--- src/hw/rtl/mwu_pkg.sv ---
// Shared types and codes for the memory watchpoint unit.
// No dependencies; every other file of the block imports this package.
package mwu_pkg;

   // Field widths fixed by the request and response formats
   localparam int FUNC_W  = 3;
   localparam int ADDR_W  = 32;
   localparam int VALUE_W = 8;
   localparam int SLOT_W  = 3;
   localparam int SIZE_W  = 32;
   localparam int MODE_W  = 2;
   localparam int TICK_W  = 32;
   localparam int COUNT_W = 32;

   // Request function codes
   localparam logic [FUNC_W-1:0] FUNC_READ       = 3'd0;
   localparam logic [FUNC_W-1:0] FUNC_WRITE      = 3'd1;
   localparam logic [FUNC_W-1:0] FUNC_TICK       = 3'd2;
   localparam logic [FUNC_W-1:0] FUNC_RESET_TICK = 3'd3;
   localparam logic [FUNC_W-1:0] FUNC_SET_SLOT   = 3'd4;
   localparam logic [FUNC_W-1:0] FUNC_CLEAR_SLOT = 3'd5;
   localparam logic [FUNC_W-1:0] FUNC_CLEAR_ALL  = 3'd6;
   localparam logic [FUNC_W-1:0] FUNC_POP        = 3'd7;

   // Mode bits of a watch slot
   localparam int MODE_RD_BIT = 0;
   localparam int MODE_WR_BIT = 1;

   // Classified request handed from front to back end
   typedef struct packed {
      logic [FUNC_W-1:0]  func;
      logic [ADDR_W-1:0]  addr;
      logic [VALUE_W-1:0] value;
      logic [TICK_W-1:0]  tick;
   } mwu_cmd_type;

   // One hit log entry
   typedef struct packed {
      logic [ADDR_W-1:0]  addr;
      logic [VALUE_W-1:0] value;
      logic [TICK_W-1:0]  tick;
      logic               was_write;
      logic [SLOT_W-1:0]  slot;
   } mwu_log_type;

endpackage

--- src/hw/rtl/mwu_queue.sv ---
// Two-entry request queue between front and back end.
// Depends on mwu_pkg.
module mwu_queue import mwu_pkg::*; #(
   parameter int WIDTH = 8
) (
   input  logic             clock,
   input  logic             reset,
   input  logic             push,
   input  logic [WIDTH-1:0] push_data,
   input  logic             pop,
   output logic [WIDTH-1:0] pop_data,
   output logic             full,
   output logic             empty
);

   localparam int DEPTH = 2;

   logic [WIDTH-1:0] entry_ff [DEPTH];
   logic             wr_ptr_ff;
   logic             wr_ptr_in;
   logic             rd_ptr_ff;
   logic             rd_ptr_in;
   logic [1:0]       count_ff;
   logic [1:0]       count_in;

   assign full     = (count_ff == 2'(DEPTH));
   assign empty    = (count_ff == 2'd0);
   assign pop_data = entry_ff[rd_ptr_ff];

   // Pointer and fill count
   always_comb begin
      wr_ptr_in = push ? ~wr_ptr_ff : wr_ptr_ff;
      rd_ptr_in = pop  ? ~rd_ptr_ff : rd_ptr_ff;
      count_in  = count_ff;
      if (push && !pop) begin
         count_in = count_ff + 2'd1;
      end else if (pop && !push) begin
         count_in = count_ff - 2'd1;
      end
   end

   always_ff @(posedge clock) begin
      if (reset) begin
         wr_ptr_ff <= 1'b0;
         rd_ptr_ff <= 1'b0;
         count_ff  <= 2'd0;
      end else begin
         wr_ptr_ff <= wr_ptr_in;
         rd_ptr_ff <= rd_ptr_in;
         count_ff  <= count_in;
      end
   end

   always_ff @(posedge clock) begin
      if (push) begin
         entry_ff[wr_ptr_ff] <= push_data;
      end
   end

endmodule

--- config.mk ---
export PLATFORM = sky130hd
export DESIGN_NAME = mwu_queue
export DESIGN_NICKNAME = d
export VERILOG_FILES = /design/src/hw/rtl/mwu_pkg.sv /design/src/hw/rtl/mwu_queue.sv
export SDC_FILE = /design/constraint.sdc
export NUM_CORES = 1
export LEC_CHECK = 0
export BUFFER_PORTS_ARGS = -buffer_cell sky130_fd_sc_hd__buf_2
export CAP_MARGIN = 20
export CORE_MARGIN = 5
export CORE_UTILIZATION = 52
export CTS_CLUSTER_DIAMETER = 50
export DETAILED_ROUTE_END_ITERATION = 6
export PLACE_DENSITY = 0.8
export SYNTH_ARGS = -nofsm -noshare
export SYNTH_HDL_FRONTEND = slang
export SYNTH_SLANG_ARGS = --single-unit
--- constraint.sdc ---
create_clock -name clock -period 1.9 [get_ports clock]
set_clock_uncertainty 0.2 [all_clocks]
set_input_delay 0.19 -clock clock [delete_from_list [all_inputs] [get_ports clock]]
set_output_delay 0.19 -clock clock [all_outputs]
set_load 0.05 [all_outputs]
* Yosys cells after proc, flatten, opt, wreduce, memory -nomap -nowiden
Memory sizes are Yosys's and may differ from the RTL's. A register that Yosys moved wholly into a read port is not among the register bits. Cells that the tools add are included.
Word-level totals: register bits 4, bits in writable memories 16, bits of input ports 12, output and inout port bits 10, memories 1
Operators by class: add/sub/neg operators 2, equality and inequality tests 1, multiplexer cells 6, bitwise operators 2, reduce and logical (&&, ||, !) cells 6
Memory list:
- entry_ff | words 2, bits a word 8, rd ports 1, clocked after memory_dff 1, write ports 1, line mwu_queue.sv:18 | logic [WIDTH-1:0] entry_ff [DEPTH];
Operator list (count):
- 1-bit two-way mux | 4
- 2-bit two-way mux | 2
- 2-bit by 1-bit adder with 2-bit output, second input constant | 1
- 2-bit equality test, second input constant | 1
- 1-bit logical AND | 2
- 1-bit logical NOT | 2
- 2-bit logical NOT | 1
- 1-bit NOT | 2
- 2-bit nonzero test | 1
- 2-bit by 1-bit subtractor with 2-bit output, second input constant | 1

* Logic depth before layout (Yosys ltp)
Gate-level depths: netlist of run 1.
depth after elaboration 4, depth in mapped cells 5, depth with buffers taken out 5

* Worst setup path after synthesis of run 1
No wires, ideal clock.
path kind flip-flop to output port, start reg count_ff[0], end out empty, arrival time 0.976 ns, setup slack 0.534 ns, stages on the path, launching flop included 2, path through dfxtp_1 -> nor2_1
Between the ends: cells in the longest elaborated chain, start to end 1
RTL lines:
- start, declared | line mwu_queue.sv:23 | logic [1:0] count_ff;
- start signal, assigned | line mwu_queue.sv:50 | count_ff <= count_in;
- 2-bit logical NOT | line mwu_queue.sv:27 | assign empty = (count_ff == 2'd0);
- end, declared | line mwu_queue.sv:13 | output logic empty
No other way between the ends.

==> run summary, run 1 <==
GR Util All Layers: 12.48%
Unique masters post-synth: 15
port bufs: 21
initial antenna violation count: 0
routed vias: 473
grt total ovfl: 0
DIE AREA: 2382 um^2
CTS tree: done
dpl cell area: 918.4 um^2
Clock Path Buffers: 2
first-pass GRT wire length: 2339 um
power density over the cells: 931.8 nW/um^2
top-area cell type share of the netlist area: 61.34%
share of cells above drive strength 1: 41.67%
cells after synthesis: 47
I/O pin count: 22
Worst Max-Slew Pin Slew: 0.3831 ns
Crit path arrival time: 1.41 ns
TritonCTS Buffers: 3
max-cap viol count: 0
Slew HR: 74.46%
nets: 98
Crit-path slowest cell: dfxtp_1
commonest non-fill, non-tap cell in the layout: buf_2
Worst path max stage delay: 0.53 ns
Lkg Pwr: 0.4299 nW
max-slew violations: 0
H-tree lvl count: 1
DR vias/cell: 4.730
Hold Violations, Final: 0
drt initial violations: 2
core area: 1471 um^2
commonest cells after routing, fill and taps aside: buf_2 (21), edfxtp_1 (16), dlygate4sd3_1 (11)
synthesized area: 783.3 um^2
gp weighted congestion: 0.6170
family with the most delay on the worst path: flip-flops
Post-DP HPWL: 979.6 um
post_cts resized: 0
Worst Path Buf+Inv: 1
status: completed
drt first pass iters: 3
Min-Delay Path Class: in -> reg
Post-DRT Antenna Nets: 0
largest net degree at the start of global routing: 12
site row count: 14
diode count: 0
worst skew pair latency: 0.29 ns
crit-path max FO: 8
WL final: 1360 um
crit share post-route: 94.93%
largest cells by area after synthesis: edfxtp_1 (61%), dfxtp_1 (13%), mux2_2 (12%), nor2_1 (2.4%), xnor2_1 (2.2%)
Syn Area/Cell: 16.66 um^2
DIE WIDTH: 48.81 um
vias in the first global route: 524
leading area contributor after synthesis: edfxtp_1
post-synthesis sequential area ratio: 74.12%
DR WL/cell: 13.60 um
die span in y: 48.81 um
clock sink total: 21
post-route design area: 1055 um^2
Layout Area Growth over Synthesis: 34.66%
Seq cells post-synth: 21
root buffer cell: clkbuf_4
Residual DRC: 0
Crit. End Element: output port
initial core utilization: 53.23%
Max Freq: 554.4 MHz
required time of the critical path: 1.51 ns
RSZ-0062 raised after global routing: no
WS Path Type: reg -> out
Reg-to-Reg Start: rd_ptr_ff
final setup fails: 0
Peak supply drop: 618.7 uV
total nets after synthesis: 60
Layout fillers: 102
Clk pin slew, worst setup/hold paths: 0.11 ns
Worst Setup Start Kind: flop
min-delay src: push
Hold Buf Count CTS: 11
TNS Setup: 0 ns
CP Cell Sequence: mux2_2 -> buf_2
min Tclk post-route: 1.804 ns
Setup Buffers After CTS: 0
Syn. warnings: 0
-- path summary, 6_finish.rpt --
check | endpoint | slack, ns | depth (start not counted)
max | pop_data[0] | 0.1 | 2
min | wr_ptr_ff | 0.002 | 3
max reg2reg | flop | 0.48 | 3
min reg2reg | count_ff[1] | 0.34 | 2
-- synthesized netlist by cell type --
library cell and instances:
a21oi_1 1, and2_1 1, and2b_2 1, buf_2 1
dfxtp_1 5, edfxtp_1 16, ha_1 1, inv_1 1
mux2_2 8, nor2_1 5, nor2b_1 1, o21ai_0 1
or3_1 1, xnor2_1 2, xor2_1 2
-- cell families (layout without fill, tap and decap cells) --
kind of cell    Yosys count  in the layout  share of synthesized area (%)
compound gates            2              2                          1.277
xor+xnor                  4              4                          4.474
fa+ha+maj                 1              1                          1.597
buf+inv                   2             39                          1.117
flops                    21             21                          74.12
mux                       8              8                          11.50
simple gates              9              9                          5.913
-- sequential cells by signal (all words and copies together), names as in the netlist, named ones only --
signal	cells
entry_ff	16
wr_ptr_ff	1
rd_ptr_ff	1
count_ff	2
-- layout make-up --
class / instances / area, um^2 / area share [%]
Clock buffer: 4 / 26.28 / 2.491
Inverter: 1 / 3.754 / 0.3559
Multi-Input combinational cell: 24 / 193.9 / 18.39
Sequential cell: 21 / 580.6 / 55.04
Tap cell: 16 / 20.02 / 1.898
Timing Repair Buffer: 34 / 230.2 / 21.83
-- power by group --
group | switching (mW) | internal (mW)
Sequential | 0.0211 | 0.530
Clock | 0.121 | 0.0814
Combinational | 0.146 | 0.0838
-- worst reg2reg max path: stages (launching register included) --
cell and delay (ns):
dfxtp_1 0.32, xnor2_1 0.20, nor2_1 0.05, dlygate4sd3_1 0.54
-- metal layers --
layer	global-route usage [%]	vias up	part of all wire, %
met1	14.75	222	40
met2	22.39	8	55
met4	4.036	0	0.88
li1	-	241	-
met3	2.446	2	4.0
met5	0	-	0
-- stage by stage --
step	worst slack, ns	utilization [%]	hold WS, ns	total power, mW	instances
6_report	0.09628	71.68	0.001808	0.9829	100
5_1_grt	0.01791	71.68	0.02385	1.026	100
4_1_cts	0.07939	71.68	0.006140	0.9841	100
3_5_place_dp	0.4077	62.42	0.1817	0.7728	85
3_3_place_gp	0.4088	62.42	0.1781	0.7645	85
2_1_floorplan	0.5341	-	0.05907	0.7145	47
No activity file was read; power rests on OpenSTA's default activity.
==> run 2: changes to the inputs <==
--- a/config.mk
+++ b/config.mk
@@ -7,9 +7,9 @@
 export LEC_CHECK = 0
 export BUFFER_PORTS_ARGS = -buffer_cell sky130_fd_sc_hd__buf_2
 export CAP_MARGIN = 20
-export CORE_MARGIN = 5
 export CORE_UTILIZATION = 52
 export CTS_CLUSTER_DIAMETER = 50
+export CTS_CLUSTER_SIZE = 28
 export DETAILED_ROUTE_END_ITERATION = 6
 export PLACE_DENSITY = 0.8
 export SYNTH_ARGS = -nofsm -noshare
==> constraint.sdc (replaced) <==
create_clock -name clock -period 2.2 [get_ports clock]
set_clock_uncertainty 0.2 [all_clocks]
set_input_delay 0.22 -clock clock [delete_from_list [all_inputs] [get_ports clock]]
set_output_delay 0.22 -clock clock [all_outputs]
set_load 0.05 [all_outputs]
==> run 2 against run 1 <==
  * Setup slack improved by 0.24 ns
  * Cell area fell by 2.7%
  * Routed wire length fell by 1.3%
  * Register-to-register slack improved by 0.45 ns
  * Largest power group unchanged
  * Via count rose by 0.63%
  * Global-route usage rose by 6.9 points
  * First-iteration DRC count rose to 5.5 times the previous value
  * Combinational power fell by 17%
  * Cell count fell by 4.0%
  * Clock power fell by 11%
  * Sequential power fell by 14%
==> run summary, run 2 (synthesized netlist as in run 1, its figures left out) <==
status: completed (unchanged)
TNS Setup: 0 ns (unchanged)
Worst Max-Slew Pin Slew: 0.3688 ns (was 0.3831 ns)
routed vias: 476 (was 473)
pre-CTS setup slack: 0.6749 ns (was 0.4077 ns)
min-delay src: push (unchanged)
Min-Delay Path Class: in -> reg (unchanged)
DR vias/cell: 4.958 (was 4.730)
Lkg Pwr: 0.4152 nW (was 0.4299 nW)
Crit path arrival time: 1.44 ns (was 1.41 ns)
Peak supply drop: 624.6 uV (was 618.7 uV)
WHS Endpoint: wr_ptr_ff (unchanged)
initial antenna violation count: 0 (unchanged)
nets: 95 (was 98)
vias in the first global route: 466 (was 524)
min Tclk post-route: 1.864 ns
Reg-to-Reg Start: wr_ptr_ff (was rd_ptr_ff)
initial core utilization: 58.02% (was 53.23%)
max reg flops: 16 (unchanged)
clock sink total: 21 (unchanged)
Storage cell area: 580.6 um^2 (unchanged)
Residual DRC: 0 (unchanged)
CTS tree: done (unchanged)
top register by number of flip-flops: entry_ff (unchanged)
I/O pin count: 22 (unchanged)
final setup fails: 0 (unchanged)
root buffer cell: clkbuf_4 (unchanged)
TritonCTS Buffers: 3 (unchanged)
Post-DP HPWL: 931.7 um (was 979.6 um)
DIE AREA: 1665 um^2 (was 2382 um^2)
Clk pin slew, worst setup/hold paths: 0.11 ns (about the same)
worst r2r dst: entry_ff[1][2]
max-slew violations: 0 (unchanged)
R2R setup slack: 0.93 ns (was 0.48 ns)
area occupied by multi-input gates: 193.9 um^2 (unchanged)
DR WL/cell: 13.98 um (was 13.60 um)
first-pass GRT wire length: 1973 um (was 2339 um)
share of cells above drive strength 1: 41.98% (was 41.67%)
core area: 1350 um^2 (was 1471 um^2)
grt total ovfl: 0 (unchanged)
commonest non-fill, non-tap cell in the layout: buf_2 (unchanged)
Layout Area Growth over Synthesis: 30.99% (was 34.66%)
Setup Buffers After CTS: 0 (unchanged)
diode count: 0 (unchanged)
drt initial violations: 11 (was 2)
power density over the cells: 824.4 nW/um^2 (was 931.8 nW/um^2)
Hold Buf Count CTS: 9 (was 11)
crit share post-route: 84.74%
Slew HR: 75.42% (was 74.46%)
FF-to-FF path depth: 1 (was 3)
Hold Path Stages: 3 (unchanged)
commonest cells after routing, fill and taps aside: buf_2 (21), edfxtp_1 (16), dlygate4sd3_1 (9) (was buf_2 (21), edfxtp_1 (16), dlygate4sd3_1 (11))
Post-DRT Antenna Nets: 0 (unchanged)
die span in y: 40.81 um (was 48.81 um)
gp weighted congestion: 0.5605 (was 0.6170)
max-cap viol count: 0 (unchanged)
WS Path Type: reg -> out (unchanged)
site row count: 13 (was 14)
WL final: 1342 um (was 1360 um)
worst setup margin: 0.3356 ns (was 0.09628 ns)
worst skew pair latency: 0.30 ns (was 0.29 ns)
largest net degree at the start of global routing: 12 (unchanged)
drt first pass iters: 4 (was 3)
DIE WIDTH: 40.81 um (was 48.81 um)
Regs by FF count: entry_ff (16), count_ff (2) (unchanged)
Clock Path Buffers: 2 (unchanged)
required time of the critical path: 1.78 ns (was 1.51 ns)
Layout fillers: 90 (was 102)
RSZ-0062 raised after global routing: no (unchanged)
Worst Setup Start Kind: flop (unchanged)
GR Util All Layers: 19.35% (was 12.48%)
Crit. End Element: output port (unchanged)
port bufs: 21 (unchanged)
Max Freq: 536.4 MHz
hold_ws: 0.002742 ns (was 0.001808 ns)
H-tree lvl count: 1 (unchanged)
crit-path max FO: 8 (unchanged)
post_cts resized: 0 (unchanged)
Hold Violations, Final: 0 (unchanged)
==> run 2: how the worst max path moves through the flow <==
stage / start / depth (start not counted) / end
3_3_place_gp: flop / 2 / pop_data[7]
3_5_place_dp: flop / 2 / pop_data[2]
6_report: flop / 2 / pop_data[0]
4_1_cts: flop / 2 / pop_data[0]
2_1_floorplan: count_ff[0] / 1 / empty
5_1_grt: flop / 2 / pop_data[0]
==> run 2: area by class of cell <==
type	count	share of cell area, %
multi-input combinational	24	18.90
timing repair buffer	31	19.76
inverter	1	0.3659
clock buffer	4	2.561
sequential	21	56.59
tap	15	1.829
==> run 2: metal layers <==
layer | up-vias | track usage (%) | share of wire [%] | wire, um
met1 | 220 | 23.66 | 46 | 615
met5 | - | 0 | 0 | 0
met4 | 0 | 10.00 | 1.6 | 21
met2 | 14 | 32.42 | 49 | 663
li1 | 238 | - | - | -
met3 | 4 | 3.261 | 3.1 | 41
==> run 2: worst max-delay path: stages (launching register included) <==
cell and delay [ns]:
dfxtp_1 0.55, mux2_2 0.39, buf_2 0.21
==> run 2: per-stage QoR <==
step	util, %	instance area, um^2	power, mW	cells
after floorplan	-	783.3	0.6171	47
after global placement	67.38	909.6	0.6569	83
after detailed placement	67.38	909.6	0.6633	83
after CTS	76.00	1026	0.8517	96
after global routing	76.00	1026	0.8795	96
final	76.00	1026	0.8458	96
==> run 2: where the power goes <==
| group | internal, mW | switching (mW) | leakage [nW] |
|---|---|---|---|
| combinational | 0.0671 | 0.124 | 0.208 |
| sequential | 0.458 | 0.0173 | 0.192 |
| clock | 0.0707 | 0.109 | 0.0150 |
