--- src/hw/rtl/mwu_pkg.sv ---
// Shared types and codes for the memory watchpoint unit.
// No dependencies; every other file of the block imports this package.
package mwu_pkg;

   // Field widths fixed by the request and response formats
   localparam int FUNC_W  = 3;
   localparam int ADDR_W  = 32;
   localparam int VALUE_W = 8;
   localparam int SLOT_W  = 3;
   localparam int SIZE_W  = 32;
   localparam int MODE_W  = 2;
   localparam int TICK_W  = 32;
   localparam int COUNT_W = 32;

   // Request function codes
   localparam logic [FUNC_W-1:0] FUNC_READ       = 3'd0;
   localparam logic [FUNC_W-1:0] FUNC_WRITE      = 3'd1;
   localparam logic [FUNC_W-1:0] FUNC_TICK       = 3'd2;
   localparam logic [FUNC_W-1:0] FUNC_RESET_TICK = 3'd3;
   localparam logic [FUNC_W-1:0] FUNC_SET_SLOT   = 3'd4;
   localparam logic [FUNC_W-1:0] FUNC_CLEAR_SLOT = 3'd5;
   localparam logic [FUNC_W-1:0] FUNC_CLEAR_ALL  = 3'd6;
   localparam logic [FUNC_W-1:0] FUNC_POP        = 3'd7;

   // Mode bits of a watch slot
   localparam int MODE_RD_BIT = 0;
   localparam int MODE_WR_BIT = 1;

   // Classified request handed from front to back end
   typedef struct packed {
      logic [FUNC_W-1:0]  func;
      logic [ADDR_W-1:0]  addr;
      logic [VALUE_W-1:0] value;
      logic [TICK_W-1:0]  tick;
   } mwu_cmd_type;

   // One hit log entry
   typedef struct packed {
      logic [ADDR_W-1:0]  addr;
      logic [VALUE_W-1:0] value;
      logic [TICK_W-1:0]  tick;
      logic               was_write;
      logic [SLOT_W-1:0]  slot;
   } mwu_log_type;

endpackage

--- src/hw/rtl/mwu_front.sv ---
// Front end: watch slot registers, tick counter and parallel range compare.
// Depends on mwu_pkg.
module mwu_front import mwu_pkg::*; #(
   parameter int WATCH_SLOTS = 8
) (
   input  logic                   clock,
   input  logic                   reset,
   input  logic                   accept,
   input  logic [FUNC_W-1:0]      func,
   input  logic [ADDR_W-1:0]      addr,
   input  logic [VALUE_W-1:0]     value,
   input  logic [SLOT_W-1:0]      slot,
   input  logic [SIZE_W-1:0]      size,
   input  logic [MODE_W-1:0]      mode,
   output mwu_cmd_type            cmd,
   output logic [WATCH_SLOTS-1:0] hit_mask
);

   logic [ADDR_W-1:0]      start_ff  [WATCH_SLOTS];
   logic [ADDR_W-1:0]      start_in  [WATCH_SLOTS];
   logic [ADDR_W-1:0]      end_ff    [WATCH_SLOTS];
   logic [ADDR_W-1:0]      end_in    [WATCH_SLOTS];
   logic [MODE_W-1:0]      mode_ff   [WATCH_SLOTS];
   logic [MODE_W-1:0]      mode_in   [WATCH_SLOTS];
   logic [WATCH_SLOTS-1:0] enabled_ff;
   logic [WATCH_SLOTS-1:0] enabled_in;
   logic [TICK_W-1:0]      tick_ff;
   logic [TICK_W-1:0]      tick_in;
   logic                   is_read;
   logic                   acc_write;

   // Range compare: the end address is precomputed (wrapping) when a slot is set,
   // so a wrapped or empty range never satisfies start <= addr < end
   always_comb begin
      is_read   = (func == FUNC_READ);
      acc_write = (func == FUNC_WRITE);
      for (int i = 0; i < WATCH_SLOTS; i++) begin
         hit_mask[i] = enabled_ff[i]
                       && ((is_read && mode_ff[i][MODE_RD_BIT])
                           || (acc_write && mode_ff[i][MODE_WR_BIT]))
                       && (addr >= start_ff[i]) && (addr < end_ff[i]);
      end
   end

   // Request as seen by the back end; tick is sampled before this request's update
   always_comb begin
      cmd.func  = func;
      cmd.addr  = addr;
      cmd.value = value;
      cmd.tick  = tick_ff;
   end

   // Slot and tick updates
   always_comb begin
      start_in   = start_ff;
      end_in     = end_ff;
      mode_in    = mode_ff;
      enabled_in = enabled_ff;
      tick_in    = tick_ff;
      if (accept) begin
         case (func)
            FUNC_TICK: begin
               tick_in = tick_ff + TICK_W'(1);
            end
            FUNC_RESET_TICK: begin
               tick_in = '0;
            end
            FUNC_SET_SLOT: begin
               for (int i = 0; i < WATCH_SLOTS; i++) begin
                  if (int'(slot) == i) begin
                     start_in[i]   = addr;
                     end_in[i]     = addr + size;
                     mode_in[i]    = mode;
                     enabled_in[i] = 1'b1;
                  end
               end
            end
            FUNC_CLEAR_SLOT: begin
               for (int i = 0; i < WATCH_SLOTS; i++) begin
                  if (int'(slot) == i) begin
                     enabled_in[i] = 1'b0;
                  end
               end
            end
            FUNC_CLEAR_ALL: begin
               enabled_in = '0;
            end
            default: begin
            end
         endcase
      end
   end

   always_ff @(posedge clock) begin
      if (reset) begin
         enabled_ff <= '0;
         tick_ff    <= '0;
      end else begin
         enabled_ff <= enabled_in;
         tick_ff    <= tick_in;
      end
   end

   // Slot payload; only meaningful while the slot is enabled
   always_ff @(posedge clock) begin
      start_ff <= start_in;
      end_ff   <= end_in;
      mode_ff  <= mode_in;
   end

endmodule

--- config.mk ---
export PLATFORM = sky130hd
export DESIGN_NAME = mwu_front
export DESIGN_NICKNAME = d
export VERILOG_FILES = /design/src/hw/rtl/mwu_pkg.sv /design/src/hw/rtl/mwu_front.sv
export SDC_FILE = /design/constraint.sdc
export NUM_CORES = 1
export LEC_CHECK = 0
export BUFFER_PORTS_ARGS = -buffer_cell sky130_fd_sc_hd__buf_2
export CAP_MARGIN = 10
export CORE_ASPECT_RATIO = 1.4
export CORE_MARGIN = 2
export CORE_UTILIZATION = 56
export CTS_CLUSTER_DIAMETER = 30
export CTS_CLUSTER_SIZE = 24
export DETAILED_ROUTE_END_ITERATION = 8
export PLACE_DENSITY = 0.77
export SETUP_SLACK_MARGIN = 0.2
export SYNTH_ARGS = -nofsm -noshare
export SYNTH_HDL_FRONTEND = slang
export SYNTH_SLANG_ARGS = --single-unit
--- constraint.sdc ---
create_clock -name clock -period 7 [get_ports clock]
set_clock_uncertainty 0.1 [all_clocks]
set_input_delay 1.05 -clock clock [delete_from_list [all_inputs] [get_ports clock]]
set_output_delay 1.05 -clock clock [all_outputs]
set_load 0.005 [all_outputs]
Word-level counts from Yosys, hierarchy flattened --
Index checks and enable logic that the tools add are counted.
Word-level totals: register bits 568, logic and storage cells 167, output and inout bits 83, bits of input ports 83
Operators by class: equal/unequal tests 29, $lt $le $gt $ge 16, muxes and demuxes 18, reduce and logical (&&, ||, !) cells 69, add/subtract/negate cells 2
Operators by type and width (number):
- $ge 32x32->1 | 8
- $lt 32x32->1 | 8
- $pmux 32 s2 | 1
- $logic_and 1x1->1 | 40
- $add 32x1->32 const B | 1
- $add 32x32->32 | 1
- $ne 2x2->1 const B | 16
- $reduce_and 4->1 | 8
- $pmux 8 s3 | 1
- $reduce_and 3->1 | 8
- $eq 3x3->1 const B | 7
- $mux 1 | 16
- $eq 3x2->1 const B | 4
- $logic_or 1x1->1 | 8
- $eq 3x1->1 const B | 2
- $logic_not 3->1 | 2
- $reduce_bool 3->1 | 1
- $reduce_and 2->1 | 1
- $reduce_bool 2->1 | 1

Logic depth before layout (Yosys ltp) --
Gate-level depths: netlist of the first run.
depth in word-level cells 6, gate-level depth with buffers 9

Least setup slack after synthesis of the first run --
No wires, ideal clock.
path kind input to register, start point input port func[0], end point register end_ff[224] (netlist name), enable pin, arrival 6.115 ns, required time 6.327 ns, setup slack 0.212 ns, stages 4, cells stage by stage buf_2 -> nor3_1 -> nand2b_1 -> nor3_1
On the way: cells in the longest elaborated chain, start to end 2
RTL lines:
- start: declaration | RTL line mwu_front.sv:9 | input logic [FUNC_W-1:0] func,
- $eq 3x3->1 | RTL line mwu_front.sv:61 | case (func)
- $reduce_and 3->1 (no source line)
- end signal: assignment | RTL line mwu_front.sv:107 | end_ff <= end_in;
- end: declaration | RTL line mwu_front.sv:21 | logic [ADDR_W-1:0] end_ff [WATCH_SLOTS];
Every way passes these cells. A chain may end at the register's enable or synchronous reset.

Worst setup path after layout of the first run --
start point input port addr[0], end point output port hit_mask[2]
On the way: cells in the longest elaborated chain, start to end 3
RTL lines:
- start: declaration | RTL line mwu_front.sv:10 | input logic [ADDR_W-1:0] addr,
- $ge 32x32->1 | RTL line mwu_front.sv:41 | && (addr >= start_ff[i]) && (addr < end_ff[i]);
- $logic_and 1x1->1 | RTL line mwu_front.sv:41
- $logic_and 1x1->1 * | RTL line mwu_front.sv:41
- end: declaration | RTL line mwu_front.sv:16 | output logic [WATCH_SLOTS-1:0] hit_mask
Mark *: on every way between the ends. The rest lies on a longest branch, timed or not.

==> results by group, run 1 <==
Run status
  • Outcome: completed

Global route
  • First-pass GRT wire length: 122 mm
  • Largest net degree at the start of global routing: 68
  • Remaining global-route overflow: 0
  • Total track usage: 0.266
  • Initial antenna violation count: 0
  • Vias in the first global route: 23.6k

Routing
  • WL final: 77.9 mm
  • Residual DRC: 0
  • Post-route ant nets: 0
  • Avg Vias per Cell: 5.86
  • Routed len/inst: 20.5 um
  • Initial DRT Pass Iterations: 8
  • Vias: 22.3k
  • 1st-iter DRT viols: 1432

Clocking
  • Number of CTS-inserted buffers: 102
  • Resized cells post-CTS: 0
  • CTS Sinks: 568
  • CTS Hold Bufs: 0
  • Number of H-tree levels: 3
  • Clk_lat worst skew: 640 ps
  • CTS Root Cell: clkbuf_16
  • Clock slew at reported path FFs: 50 ps
  • CTS tree: yes
  • Post-CTS setup buffer count: 0
  • Clock tree buffer depth: 3

Placement
  • Cell count after placement: 3607
  • Hpwl dp: 53.9 mm
  • GPL Wtd Cong: 0.850
  • Port-buffer cells: 149

STA
  • Highest clock rate: 178 MHz
  • Setup TNS Final: 0 ps
  • RSZ-0062 raised after global routing: false
  • Final setup violation count: 0
  • Hold Vio Cnt, Final: 0
  • Minimum clock period: 5620 ps
  • Slew HR: 0.287
  • Hold WS: 378 ps
  • Crit share post-route: 0.802
  • Slew Viols, Final: 0
  • Worst-margin pin slew: 1060 ps

Hold path
  • Hold Crit Class: flop to flop
  • Worst Hold Depth: 2

Floorplan
  • Ports: 166
  • Total Die Area: 0.0594 mm2
  • Core Area: 0.0566 mm2
  • Die Ht: 288 um
  • Initial Util: 0.568
  • Row Count: 103
  • Chip Width: 207 um

Pwr
  • P_int: 7210 uW
  • Seq pwr share: 0.399
  • Clk pwr share: 0.517
  • Max rail drop VDD: 0.226 mV
  • NetSw: 2380 uW
  • Lkg Pwr: 0.0169 uW
  • Power per cell area: 259 mW/mm2
  • Design Power: 9600 uW
  • Combinational Power Share: 0.085
  • Sw frac: 0.248

Synth
  • Async set or reset register ratio after synthesis: 0
  • Post-synth EDFFs: 528
  • Main area contributors after synthesis: edfxtp_1 49%, ha_1 21%, inv_1 6.0%
  • Avg Inst Size Synth: 11.7 um2
  • Post-synthesis cell count: 2760
  • Top cells by count, synth: 536 x ha_1, 528 x edfxtp_1, 513 x inv_1, 211 x a21oi_1, 112 x a21o_1
  • Predominant post-synthesis flop cell: edfxtp_1
  • Post-synthesis sequential area ratio: 0.518
  • Post-synth cell types: 75
  • Mapped Area: 0.0322 mm2
  • Leading area contributor after synthesis: edfxtp_1
  • Yosys warns: 0
  • Count leader, synth: ha_1
  • Synth top area share: 0.493
  • Synth Register Bits: 568
  • Mapped Nets: 3380

Job
  • Max_cap viols: 0

Critical path
  • Worst EP required: 5850 ps
  • Critical Path Fanout Max: 18
  • R2r setup slk: 4810 ps
  • Crit start category: input pin
  • R2R depth: 7
  • Crit end category: output pin
  • Crit path kind: input pin to output pin
  • Arrival @ worst endpoint: 4470 ps

Finish
  • # fillers: 3974
  • Antenna diodes: 0
  • Layout cells sized above 1: 0.122
  • Area delta synth->final: 15.4%
  • Nets@finish: 3596
  • Non-filler cells, final: 3798
-- metrics by stage --
stage / area (um2) / util / worst slack (ps)
6_report: 37100 / 0.656 / 1380
3_3_place_gp: 33600 / 0.594 / 1470
3_5_place_dp: 33600 / 0.594 / 1480
4_1_cts: 37100 / 0.656 / 1470
2_1_floorplan: 32200 / - / 212
5_1_grt: 37100 / 0.656 / 1340
-- sequential cells by signal, indices dropped and copies added, names as in the netlist --
name        cells
end_ff        256
start_ff      256
tick_ff        32
mode_ff        16
enabled_ff      8
-- area by class of cell --
class | count | area (um2) | area share
Clock buffer | 107 | 2570 | 0.0693
Tap cell | 735 | 920 | 0.0248
Timing Repair Buffer | 171 | 911 | 0.0245
Multi-Input combinational cell | 1620 | 13200 | 0.356
Sequential cell | 568 | 16700 | 0.449
Inverter | 513 | 1930 | 0.0519
Clock inverter | 84 | 905 | 0.0244
-- power groups by stage --
| stage | logic [uW] | registers [uW] | clock network [uW] |
|---|---|---|---|
| CTS | 814 | 3830 | 4990 |
| floorplan | 460 | 3890 | 0 |
| detailed placement | 801 | 3890 | 0 |
| global placement | 751 | 3890 | 0 |
| finish | 812 | 3830 | 4960 |
| global route | 894 | 3830 | 5150 |
-- per-layer routing --
metal	track usage	wire length (um)	vias up
met4	0.135	3400	0
met3	0.0394	3980	220
li1	-	-	10434
met1	0.299	30000	10927
met5	0	0	-
met2	0.485	40600	692
-- worst paths after layout --
kind | startpoint | endpoint
max | addr[0] | hit_mask[2]
min | enabled_ff[7] | enabled_ff[7]
max reg2reg | tick_ff[10] | tick_ff[29]
min reg2reg | enabled_ff[7] | enabled_ff[7]
-- cell usage in the layout, fill, tap and decap left out, types with 26 or more instances in the layout --
master and count:
ha_1 536, a21oi_1 211, xnor2_1 28, nor2_1 107
xor2_1 31, nand4_1 99, inv_1 509, dfxtp_1 40
o21ai_0 98, edfxtp_1 528, a211oi_1 26, a21o_1 112
nand3_1 35, clkbuf_16 102, buf_2 149, nand2_1 93
-- cells by family (layout without fill, tap and decap cells) --
group                    after synthesis  count (layout)  synth area share
buffers and inverters                572             875            0.0720
flip-flops                           568             568             0.518
AO/OA/AOI/OAI                        544             544             0.105
adder cells (fa/ha/maj)              537             537             0.209
AND/OR/NAND/NOR                      471             471            0.0771
XOR/XNOR                              59              59            0.0161
multiplexers                           9               9           0.00280
-- critical path, stage by stage --
cell and delay, ps:
buf_2 300, inv_1 250, ha_1 350, nand2b_1 160
a2111oi_0 410, nor4_1 100, a2111oi_0 880, nor4b_1 170
o211ai_1 490, a211oi_1 140, buf_2 170
(Power assumes the default switching activity.)
==> run 2: changes to the inputs <==
ABC_AREA = 1   (was unset)
CORE_UTILIZATION = 57   (was 56)
PLACE_DENSITY = 0.78   (was 0.77)
clock period = 5.05 ns   (was 7 ns; I/O delays follow)
==> run 2 against run 1 <==
Utilization increased by 1.2 points. Via count increased by 14%. Critical path depth unchanged. Synthesized cell count increased by 27%. Clock-buffer cell count increased by 2. Sequential share of layout area decreased by 2.3 points. Largest power group unchanged.
==> results by group, run 2 <==
Critical path
  • Crit start category: input pin
  • Crit path kind: input pin to output pin
  • Critical Path Fanout Max: 18
  • Max incr delay on CP: 460 ps
  • Arrival @ worst endpoint: 3200 ps
  • Crit end category: output pin
  • Most used cell, CP: nor2_1
  • Worst EP required: 4190 ps
  • Slowest cell on the critical path: buf_2
  • Crit path cell chain: buf_2, buf_4, ha_1, nand2_1, nor2_1, nor3b_1, nand2_1, nor2_1, nor2_1, nor2_1, buf_2

Clocking
  • Number of CTS-inserted buffers: 99
  • Clock slew at reported path FFs: 50 ps
  • CTS Hold Bufs: 0
  • Clk_lat worst skew: 660 ps
  • CTS Sinks: 568
  • Post-CTS setup buffer count: 0
  • Resized cells post-CTS: 0
  • Number of H-tree levels: 3
  • CTS Root Cell: clkbuf_16
  • Clock tree buffer depth: 3
  • CTS tree: yes

Synth
  • Avg Inst Size Synth: 9.63 um2
  • Mapped Nets: 4127
  • Leading area contributor after synthesis: edfxtp_1
  • Async set or reset register ratio after synthesis: 0
  • Mapped Area: 0.0338 mm2
  • Post-synthesis sequential area ratio: 0.493
  • Post-synth cell types: 43
  • Synth Register Bits: 568
  • Main area contributors after synthesis: edfxtp_1 47%, ha_1 20%, inv_1 8.1%
  • Predominant post-synthesis flop cell: edfxtp_1
  • Post-synthesis cell count: 3507
  • Yosys warns: 0
  • Post-synth EDFFs: 528
  • Synth top area share: 0.469
  • Count leader, synth: inv_1
  • Top cells by count, synth: 730 x inv_1, 700 x nand2_1, 536 x ha_1, 528 x edfxtp_1, 277 x a21oi_1

Global route
  • Total track usage: 0.282
  • Remaining global-route overflow: 0
  • First-pass GRT wire length: 133 mm
  • Largest net degree at the start of global routing: 68
  • Initial antenna violation count: 0
  • Vias in the first global route: 25.9k

Finish
  • Most common cell after layout, fill and taps aside: inv_1
  • Biggest regs: end_ff x256, start_ff x256, tick_ff x32
  • Nets@finish: 4377
  • Finished Core Util: 0.668
  • Design area: 0.0391 mm2
  • Area delta synth->final: 15.8%
  • Most frequent cells in the layout: 730 x inv_1, 700 x nand2_1, 536 x ha_1
  • Antenna diodes: 0
  • Layout cells sized above 1: 0.103

STA
  • Final setup violation count: 0
  • Slew Viols, Final: 0
  • Hold WS: 310 ps
  • Minimum clock period: 4060 ps
  • RSZ-0062 raised after global routing: false
  • Hold Vio Cnt, Final: 0
  • Crit share post-route: 0.803
  • Highest clock rate: 246 MHz
  • Final WS setup: 993 ps
  • Slew HR: 0.273
  • Worst-margin pin slew: 1080 ps
  • Setup TNS Final: 0 ps

Floorplan
  • Initial Util: 0.577
  • Ports: 166
  • Core Area: 0.0586 mm2
  • Chip Width: 210 um
  • Die Ht: 292 um
  • Total Die Area: 0.0613 mm2
  • Row Count: 105

Pwr
  • Power per cell area: 344 mW/mm2
  • Lkg Pwr: 0.0187 uW
  • Max rail drop VDD: 0.314 mV

Routing
  • Post-route ant nets: 0
  • 1st-iter DRT viols: 1470
  • Residual DRC: 0
  • Initial DRT Pass Iterations: 7
  • Routed len/inst: 18.5 um
  • Avg Vias per Cell: 5.52
  • WL final: 85.2 mm
  • Vias: 25.4k

Placement
  • GPL Wtd Cong: 0.947
  • Port-buffer cells: 149
  • Place WS: 1070 ps
  • Post-placement cell area: 0.0356 mm2
  • Hpwl dp: 57.4 mm

Hold path
  • Hold Crit Class: input pin to flop

Job
  • Max_cap viols: 0

Run status
  • Outcome: completed
## run 2: cell count changes after synthesis, sizes merged, moves of 61 or more
cell / delta
nand2: +608
inv: +218
nor2: +155
a21o: -105
a21oi: +66
nand3: +61
## run 2: final timing paths
| check | from | endpoint | slack (ps) | depth (start not counted) |
|---|---|---|---|---|
| max | addr[23] | hit_mask[5] | 990 | 11 |
| min | mode[1] | mode_ff[3] | 310 | 1 |
| max reg2reg | tick_ff[0] | tick_ff[26] | 2940 | 9 |
| min reg2reg | tick_ff[8] | tick_ff[8] | 400 | 2 |
## run 2: area by class of cell
class | instances | area, um2
Clock buffer | 109 | 2550
Clock inverter | 79 | 983
Tap cell | 749 | 937
Timing Repair Buffer | 198 | 1180
Sequential cell | 568 | 16700
Inverter | 732 | 2750
Fill cell | 4325 | 19500
Multi-Input combinational cell | 2158 | 14100
## run 2: cell families after synthesis
group | after synthesis | share of synthesized area
buffers and inverters | 781 | 0.0918
AO/OA/AOI/OAI | 430 | 0.0685
AND/OR/NAND/NOR | 1173 | 0.143
adder cells (fa/ha/maj) | 537 | 0.199
XOR/XNOR | 18 | 0.00467
flip-flops | 568 | 0.493
## run 2: report_power, final
| group | switching, uW | internal [uW] |
|---|---|---|
| logic | 845 | 357 |
| registers | 9.07 | 5280 |
| clock network | 2550 | 4440 |
| total | 3400 | 10100 |
## run 2: per-layer routing
metal  up-vias  wire [um]  global-route usage
met1     11970      32200               0.313
li1      12177          -                   -
met4         0       4770               0.170
met5         -          0                   0
met3       303       4590              0.0366
met2       906      43600               0.512
## run 2: critical path, delay by kind of cell
family,cells,cell delay (ps)
AND/OR/NAND/NOR,7,1330
buffers and inverters,3,920
adder cells (fa/ha/maj),1,170
## run 2: through the flow
| step | power, uW | std cells |
|---|---|---|
| floorplan | 6040 | 3507 |
| global placement | 6520 | 4405 |
| detailed placement | 6560 | 4405 |
| CTS | 13500 | 4593 |
| global route | 13900 | 4593 |
| finish | 13500 | 4593 |
